[src/ps2_mouse_cursor_tracker_unit_macros.svh]
// assertion macros for the cursor tracker
`ifndef PS2_MOUSE_CURSOR_TRACKER_UNIT_MACROS_SVH
`define PS2_MOUSE_CURSOR_TRACKER_UNIT_MACROS_SVH

`ifndef SYNTHESIS

`define PS2MCT_ASSERT(lbl, clk, rst_n, prop) \
  lbl: assert property (@(posedge clk) disable iff (!rst_n) (prop)) \
    else $error("ps2mct assertion failed");

`define PS2MCT_ASSERT_NEVER(lbl, clk, rst_n, prop) \
  `PS2MCT_ASSERT(lbl, clk, rst_n, !(prop))

`else

`define PS2MCT_ASSERT(lbl, clk, rst_n, prop)

`define PS2MCT_ASSERT_NEVER(lbl, clk, rst_n, prop)

`endif

`endif

[src/ps2mct_pkg.sv]
package ps2mct_pkg;

  localparam int unsigned CoordW = 12;
  localparam int unsigned ByteW  = 8;
  localparam int unsigned IdxW   = 2;
  localparam int unsigned CfgIdxW = 2;

  localparam logic [ByteW-1:0]  StatusReady = 8'h01;
  localparam logic [ByteW-1:0]  StatusAux   = 8'h20;
  localparam logic [IdxW-1:0]   IdxXMove    = 2'd1;
  localparam logic [IdxW-1:0]   IdxLast     = 2'd2;
  localparam logic [CoordW-1:0] CursorW     = 12'd12;
  localparam logic [CoordW-1:0] CursorH     = 12'd19;
  localparam logic [CoordW-1:0] PosXReset   = 12'd400;
  localparam logic [CoordW-1:0] PosYReset   = 12'd300;
  localparam logic [CoordW-1:0] WidthReset  = 12'd800;
  localparam logic [CoordW-1:0] HeightReset = 12'd600;

  typedef enum logic [CfgIdxW-1:0] {
    CfgScreenWidth  = 2'd0,
    CfgScreenHeight = 2'd1
  } cfg_reg_e;

  typedef struct packed {
    logic [ByteW-1:0] status_byte;
    logic [ByteW-1:0] data_byte;
  } in_item_t;

  typedef struct packed {
    logic [CoordW-1:0] cursor_x;
    logic [CoordW-1:0] cursor_y;
    logic              byte_taken;
    logic              packet_done;
  } out_item_t;

  typedef struct packed {
    logic [IdxW-1:0]   byte_index;
    logic [ByteW-1:0]  x_move_byte;
    logic [CoordW-1:0] pos_x;
    logic [CoordW-1:0] pos_y;
  } track_state_t;

  typedef struct packed {
    logic [CoordW-1:0] disp_width;
    logic [CoordW-1:0] disp_height;
  } screen_cfg_t;

endpackage

[src/ps2mct_step.sv]
module ps2mct_step (
  input  ps2mct_pkg::in_item_t     item_i,
  input  ps2mct_pkg::track_state_t state_i,
  input  ps2mct_pkg::screen_cfg_t  cfg_i,
  output ps2mct_pkg::track_state_t state_o,
  output ps2mct_pkg::out_item_t    result_o
);

  logic                                  taken;
  logic                                  done;
  logic signed [ps2mct_pkg::ByteW:0]     dx;
  logic signed [ps2mct_pkg::ByteW:0]     dy;
  logic signed [ps2mct_pkg::CoordW+1:0]  nx;
  logic signed [ps2mct_pkg::CoordW+1:0]  ny;
  logic [ps2mct_pkg::CoordW-1:0]         lim_x;
  logic [ps2mct_pkg::CoordW-1:0]         lim_y;
  logic [ps2mct_pkg::CoordW-1:0]         clamp_x;
  logic [ps2mct_pkg::CoordW-1:0]         clamp_y;

  assign taken = ((item_i.status_byte & ps2mct_pkg::StatusReady) != '0) &&
                 ((item_i.status_byte & ps2mct_pkg::StatusAux) != '0);
  assign done  = taken && (state_i.byte_index >= ps2mct_pkg::IdxLast);

  // halve with truncation toward zero
  assign dx = ($signed({state_i.x_move_byte[7], state_i.x_move_byte}) +
               $signed({8'd0, state_i.x_move_byte[7]})) >>> 1;
  assign dy = ($signed({item_i.data_byte[7], item_i.data_byte}) +
               $signed({8'd0, item_i.data_byte[7]})) >>> 1;

  assign nx = $signed({2'b00, state_i.pos_x}) + 14'(dx);
  assign ny = $signed({2'b00, state_i.pos_y}) - 14'(dy);

  assign lim_x = (cfg_i.disp_width < ps2mct_pkg::CursorW) ? '0 :
                 cfg_i.disp_width - ps2mct_pkg::CursorW;
  assign lim_y = (cfg_i.disp_height < ps2mct_pkg::CursorH) ? '0 :
                 cfg_i.disp_height - ps2mct_pkg::CursorH;

  always_comb begin
    if (nx[13]) begin
      clamp_x = '0;
    end else if (nx[12:0] > {1'b0, lim_x}) begin
      clamp_x = lim_x;
    end else begin
      clamp_x = nx[11:0];
    end
    if (ny[13]) begin
      clamp_y = '0;
    end else if (ny[12:0] > {1'b0, lim_y}) begin
      clamp_y = lim_y;
    end else begin
      clamp_y = ny[11:0];
    end
  end

  always_comb begin
    state_o = state_i;
    if (taken) begin
      if (state_i.byte_index == ps2mct_pkg::IdxXMove) begin
        state_o.x_move_byte = item_i.data_byte;
      end
      if (done) begin
        state_o.byte_index = '0;
        state_o.pos_x      = clamp_x;
        state_o.pos_y      = clamp_y;
      end else begin
        state_o.byte_index = state_i.byte_index + 2'd1;
      end
    end
  end

  assign result_o.cursor_x    = state_o.pos_x;
  assign result_o.cursor_y    = state_o.pos_y;
  assign result_o.byte_taken  = taken;
  assign result_o.packet_done = done;

endmodule

[src/ps2_mouse_cursor_tracker_unit.sv]
// an accepted input item is held in the input register, then its result in the result register
// throughput: one item per cycle while the output is not stalled, set by the single add-and-clamp stage
// a stalled output holds one result while the input register takes one more item
// reset: cursor at 400,300, packet index 0, screen 800 x 600, both stages empty
// configuration writes are taken every cycle and apply at the next completed packet
`include "ps2_mouse_cursor_tracker_unit_macros.svh"

module ps2_mouse_cursor_tracker_unit (
  input  logic                               clk_i,
  input  logic                               rst_ni,
  input  logic                               in_valid_i,
  output logic                               in_ready_o,
  input  ps2mct_pkg::in_item_t               in_item_i,
  output logic                               out_valid_o,
  input  logic                               out_ready_i,
  output ps2mct_pkg::out_item_t              out_item_o,
  input  logic                               cfg_valid_i,
  output logic                               cfg_ready_o,
  input  logic [ps2mct_pkg::CfgIdxW-1:0]     cfg_index_i,
  input  logic [ps2mct_pkg::CoordW-1:0]      cfg_data_i
);

  ps2mct_pkg::in_item_t     in_q;
  logic                     in_valid_q;
  ps2mct_pkg::out_item_t    out_q;
  ps2mct_pkg::out_item_t    out_d;
  logic                     out_valid_q;
  ps2mct_pkg::track_state_t state_q;
  ps2mct_pkg::track_state_t state_d;
  ps2mct_pkg::screen_cfg_t  cfg_q;
  logic                     advance;

  assign advance     = in_valid_q && (!out_valid_q || out_ready_i);
  assign in_ready_o  = !in_valid_q || advance;
  assign cfg_ready_o = 1'b1;
  assign out_valid_o = out_valid_q;
  assign out_item_o  = out_q;

  ps2mct_step u_step (
    .item_i   (in_q),
    .state_i  (state_q),
    .cfg_i    (cfg_q),
    .state_o  (state_d),
    .result_o (out_d)
  );

  always_ff @(posedge clk_i or negedge rst_ni) begin
    if (!rst_ni) begin
      in_valid_q  <= 1'b0;
      out_valid_q <= 1'b0;
      state_q     <= '{byte_index: '0, x_move_byte: '0,
                       pos_x: ps2mct_pkg::PosXReset, pos_y: ps2mct_pkg::PosYReset};
    end else begin
      if (in_ready_o) begin
        in_valid_q <= in_valid_i;
      end
      if (advance) begin
        out_valid_q <= 1'b1;
        state_q     <= state_d;
      end else if (out_ready_i) begin
        out_valid_q <= 1'b0;
      end
    end
  end

  always_ff @(posedge clk_i) begin
    if (in_ready_o && in_valid_i) begin
      in_q <= in_item_i;
    end
    if (advance) begin
      out_q <= out_d;
    end
  end

  always_ff @(posedge clk_i or negedge rst_ni) begin
    if (!rst_ni) begin
      cfg_q.disp_width  <= ps2mct_pkg::WidthReset;
      cfg_q.disp_height <= ps2mct_pkg::HeightReset;
    end else if (cfg_valid_i) begin
      unique case (cfg_index_i)
        ps2mct_pkg::CfgScreenWidth:  cfg_q.disp_width  <= cfg_data_i;
        ps2mct_pkg::CfgScreenHeight: cfg_q.disp_height <= cfg_data_i;
        default: ;
      endcase
    end
  end

  `PS2MCT_ASSERT_NEVER(a_index_range, clk_i, rst_ni, state_q.byte_index == 2'd3)
  `PS2MCT_ASSERT(a_done_taken, clk_i, rst_ni,
    out_valid_q && out_q.packet_done |-> out_q.byte_taken)
  `PS2MCT_ASSERT(a_idle_hold, clk_i, rst_ni,
    advance && !out_d.packet_done |=> $stable(state_q.pos_x) && $stable(state_q.pos_y))

endmodule

[config.mk]
export PLATFORM = sky130hd
export DESIGN_NAME = ps2_mouse_cursor_tracker_unit
export DESIGN_NICKNAME = d
export VERILOG_FILES = /design/src/ps2mct_pkg.sv /design/src/ps2mct_step.sv /design/src/ps2_mouse_cursor_tracker_unit.sv
export VERILOG_INCLUDE_DIRS = /design/src /design/src/src
export SDC_FILE = /design/constraint.sdc
export NUM_CORES = 1
export LEC_CHECK = 0
export BUFFER_PORTS_ARGS = -buffer_cell sky130_fd_sc_hd__buf_4
export CORE_ASPECT_RATIO = 0.8
export CORE_MARGIN = 1
export CORE_UTILIZATION = 38
export CTS_CLUSTER_SIZE = 20
export DETAILED_ROUTE_END_ITERATION = 8
export HOLD_SLACK_MARGIN = 0.1
export PLACE_DENSITY = 0.56
export SKIP_LAST_GASP = 1
export SYNTH_ARGS = -nofsm -noshare
export SYNTH_HDL_FRONTEND = slang
export SYNTH_HIERARCHICAL = 1
export SYNTH_SLANG_ARGS = --single-unit
[constraint.sdc]
create_clock -name clk_i -period 6.3 [get_ports clk_i]
set_clock_uncertainty 0.05 [all_clocks]
set_input_delay 0.315 -clock clk_i [delete_from_list [all_inputs] [get_ports clk_i]]
set_output_delay 0.315 -clock clk_i [all_outputs]
set_load 0.05 [all_outputs]
# Yosys cells after proc, flatten, opt, wreduce, memory -nomap -nowiden

Index checks and enable logic that the tools add are counted.

Input bits: 35
Word-level logic and storage cells: 53
Register bits: 100

Magnitude comparators: 5
Reductions and logical operators: 14
Muxes and demuxes: 11
Add/subtract/negate cells: 7
Equality and inequality tests: 2

Operators by type and width:

| kind                                                                          | number |
|---|---|
| 12-bit 2-to-1 mux                                                             | 6 |
| 24-bit 2-to-1 mux                                                             | 2 |
| 13-bit by 12-bit greater-than comparator with 1-bit output                    | 2 |
| 8-bit by 2-bit adder with 9-bit output                                        | 2 |
| 13-bit by 8-bit adder with 14-bit output                                      | 1 |
| 13-bit by 8-bit subtractor with 14-bit output                                 | 1 |
| 12-bit by 4-bit less-than comparator with 1-bit output, second input constant | 1 |
| 12-bit by 5-bit less-than comparator with 1-bit output, second input constant | 1 |
| 12-bit by 4-bit subtractor with 12-bit output, second input constant          | 1 |
| 12-bit by 5-bit subtractor with 12-bit output, second input constant          | 1 |
| 2-bit AND reduction                                                           | 3 |
| 2-bit by 1-bit equality test with 1-bit output, second input constant         | 2 |
| 1-bit logical AND                                                             | 4 |
| 3-bit AND reduction                                                           | 1 |
| 2-bit by 1-bit adder with 2-bit output, second input constant                 | 1 |
| 2-bit >= comparator, second input constant                                    | 1 |
| 1-bit zero test                                                               | 2 |
| 2-bit zero test                                                               | 1 |
| 1-bit logical OR                                                              | 2 |
| 1-bit 2-to-1 mux                                                              | 2 |
| 2-bit 2-to-1 mux                                                              | 1 |
| 2-bit nonzero test                                                            | 1 |

# Longest topological paths before layout

Depth after elaboration: 7
Mapped depth: 23

# Modules after synthesis

The synthesis kept the hierarchy.

Modules (own cells, without submodules):

| module                        | area an instance (um^2) | times used | sequential area each (um^2) | cells an instance |
|---|---|---|---|---|
| ps2_mouse_cursor_tracker_unit | 3597.2                  | 1          | 2780.2                      | 176 |
| ps2mct_step                   | 3340.7                  | 1          | 0.0                         | 473 |

# Worst setup path after synthesis

OpenSTA, ideal clock, no wires.

Kind: reg2reg
Start point: register state_q[31] (netlist name)
End point: register state_q[22] (netlist name)
Path buffers: 2
Data arrival time: 4488 ps
Period minus slack after synthesis: 4663 ps
Slack: 1637 ps
Stages on the path, launching flop included: 21
Setup time: 125 ps
Cell sequence: dfrtp_1 and2_1 ha_1 nand3_1 xnor2_1 ha_1 and3_1 a211o_1 a2111oi_0 o21ba_2 xor2_1 ha_1 and3_1 a221oi_1 o21ai_0 o21ai_1 buf_2 mux2i_1 o21ai_0 buf_4 mux2_2

RTL lines:

| element                  | line                                | RTL |
|---|---|---|
| start: declaration       | ps2_mouse_cursor_tracker_unit.sv:28 | `ps2mct_pkg::track_state_t state_q;` |
| start signal: assignment | ps2_mouse_cursor_tracker_unit.sv:51 | `state_q <= '{byte_index: '0, x_move_byte: '0,` |
| start signal: assignment | ps2_mouse_cursor_tracker_unit.sv:59 | `state_q <= state_d;` |

==> metrics.md <==
| Metric | Value |
|---|---|
| Gpl congestion | 0.897 |
| Net Sw Power | around 1.8 mW |
| Share of cells above drive strength 1 | 25.4% |
| CTS tree | yes |
| Gr usage total | ~18% |
| DR iter-0 viols | 258 |
| Clock share of power | 14.7% |
| Max-cap viol count | 0 |
| Number of global-route vias before repair | slightly below 5000 |
| H-tree depth | 3 |
| ANT nets after route | 0 |
| Vias per cell | approximately 5.3 |
| Crit path time final | 5710 ps |
| Core ar. | 17400 sq um |
| Final worst-path cycle share | 90.7% |
| TritonCTS Buffers | 9 |
| Crit end category | flip-flop |
| Setup TNS | 0 ps |
| Crit Path Class | flip-flop to flip-flop |
| HP Class | primary input to flip-flop |
| Status | complete, no violations |
| Vias post-DR | between 4000 and 5000 |
| Max-slew violations | 0 |
| Worst slew pin tran | 1190 ps |
| # fillers | about 1700 |
| Remaining DRCs | 0 |
| Number of hold violations in the final report | 0 |
| RSZ-0062 raised after global routing | false |
| IO Port Bufs | 56 |
| CTS root buf | clkbuf_16 |
| Clk buf depth | 2 |
| Req. time, crit path | 6490 ps |
| Synth warn | 6 |
| CP cell instances | and2_1 -> ha_1 -> nand3_1 -> nand2_1 -> inv_1 -> ha_1 -> a21o_1 -> and2_1 -> a2111oi_0 -> o21ba_2 -> xor2_1 -> ha_1 -> and3_1 -> a221oi_1 -> o21ai_0 -> o21ai_1 -> buf_4 -> mux2_4 -> a22o_1 -> mux2_2 |
| WL final | 15900 microns |
| Avg WL per Cell | 17.4 microns |
| Commonest non-fill, non-tap cell in the layout | mux2_2 |
| Critical Path AT | slightly below 6000 ps |
| Leak pwr | around 3.3 nW |
| Placement Setup Slack | 673 ps |
| Die area | 18300 sq um |
| Die extent in x | between 150 and 200 microns |
| Final nets | 773 |
| Worst path most repeated cell | ha_1 |
| Crit start category | flip-flop |
| Setup slack after layout | 586 ps |
| Most frequent cells in the layout | mux2_2, buf_4, ha_1 |
| Initial antenna violation count | 0 |
| Switching share of power | 44.3% |
| Mapped Area | approximately 6800 sq um |
| Rel. slew slack | 20.3% |
| Worst-Skew Late Latency | approximately 350 ps |
| Largest net degree at the start of global routing | 61 |
| Top Family by Delay on Critical Path | compound AO/OA/AOI/OAI gates |
| Detailed Routing Iterations Pass 1 | 6 |
| Die Ht | approximately 120 microns |
| Avg Inst Size Synth | roughly 11 sq um |
| Power per cell area | 533 nW/um^2 |
| Final setup viols | 0 |
| Comb power frac | around three fifths |
| Worst Path Max Fanout | 9 |
| Max incr delay on CP | 600 ps |
| Syn nets | 732 |
| Initial core utilization | 38.9% |
| Internal | 2.26 mW |
| Synth Instances | between 600 and 700 |
| Ant diodes | 0 |
| P&R area growth vs syn | 12.8% |
| CP max stage cell | a2111oi_0 |
| Hpwl dp | 11700 microns |
| CP bufs+invs | 2 |
| Seq pwr share | between 20% and 30% |
| Clock sinks | 96 |
| Max frequency | 175 MHz |
| First-pass GRT wire length | 25500 microns |
| Boundary pin count | 64 |
| Clock-pin transition on the worst setup and hold timing paths | 70 ps |
| Row count | 43 |
| GR Overflow Total | 0 |
| Worst VDD drop | 0.169 mV |
==> metrics by stage <==
step | hold WS [ps] | utilization, % | std cells | total power, mW | area (sq um)
5_1_grt | 117 | 43.8 | 914 | 4.39 | 7620
6_report | 112 | 43.8 | 914 | 4.06 | 7620
4_1_cts | 102 | 43.8 | 914 | 4.07 | 7620
2_1_floorplan | -30.6 | - | 643 | 2.98 | 6760
3_3_place_gp | 419 | 41.3 | 887 | 3.36 | 7180
3_5_place_dp | 437 | 41.3 | 887 | 3.44 | 7180
==> flip-flops by register name, summed over array words and instances, names as in the netlist <==
| name | count |
|---|---|
| state_q | 34 |
| in_q | 10 |
| out_item_o | 26 |
| out_valid_o | 1 |
| in_valid_q | 1 |
| cfg_q | 24 |
==> timing repair <==
| action | CTS | global route |
|---|---|---|
| hold buffers | 11 | 0 |
| buffers inserted | 0 | 0 |
| endpoints found under the setup margin | 0 | 0 |
| resized for setup | 0 | 0 |
| endpoints found under the hold margin | 56 | 0 |
==> layer usage <==
metal,vias up,GRT usage (%),part of all wire (%)
met3,14,3.27,3.8
li1,2392,-,-
met5,-,0,0
met4,0,4.50,1.0
met1,2383,26.5,51
met2,97,28.6,44
==> power by group through the flow <==
| stage | Sequential [mW] | Clock, mW | Combinational [mW] |
|---|---|---|---|
| floorplan | 1.15 | 0 | 1.83 |
| global route | 1.09 | 0.645 | 2.65 |
| detailed placement | 1.07 | 0 | 2.36 |
| global placement | 1.06 | 0 | 2.30 |
| CTS | 1.06 | 0.617 | 2.39 |
| finish | 1.06 | 0.597 | 2.40 |
==> final timing paths <==
check,slack (ps),start,depth (start not counted),to
max,590,state_q[31]$_DFFE_PN0P_,20,state_q[15]$_DFFE_PN0P_
min,110,in_valid_i,2,in_valid_q$_DFFE_PN0P_
max reg2reg,590,state_q[31]$_DFFE_PN0P_,20,state_q[15]$_DFFE_PN0P_
min reg2reg,470,state_q[0]$_DFFE_PN0P_,1,state_q[0]$_DFFE_PN0P_
max in group asynchronous,5080,rst_ni,2,state_q[30]$_DFFE_PN0P_
min in group asynchronous,550,rst_ni,2,cfg_q[5]$_DFFE_PN0P_
==> cell type report <==
| type | count | area [sq um] | area share (%) |
|---|---|---|---|
| multi-input combinational | 470 | 3720 | 48.8 |
| clock buffer | 13 | 304 | 3.99 |
| sequential | 96 | 2600 | 34.1 |
| inverter | 37 | 139 | 1.82 |
| timing repair buffer | 70 | 553 | 7.26 |
| tap | 225 | 282 | 3.69 |
| clock inverter | 3 | 25.0 | 0.328 |
Note: power is estimated with default switching activity, not from simulation.
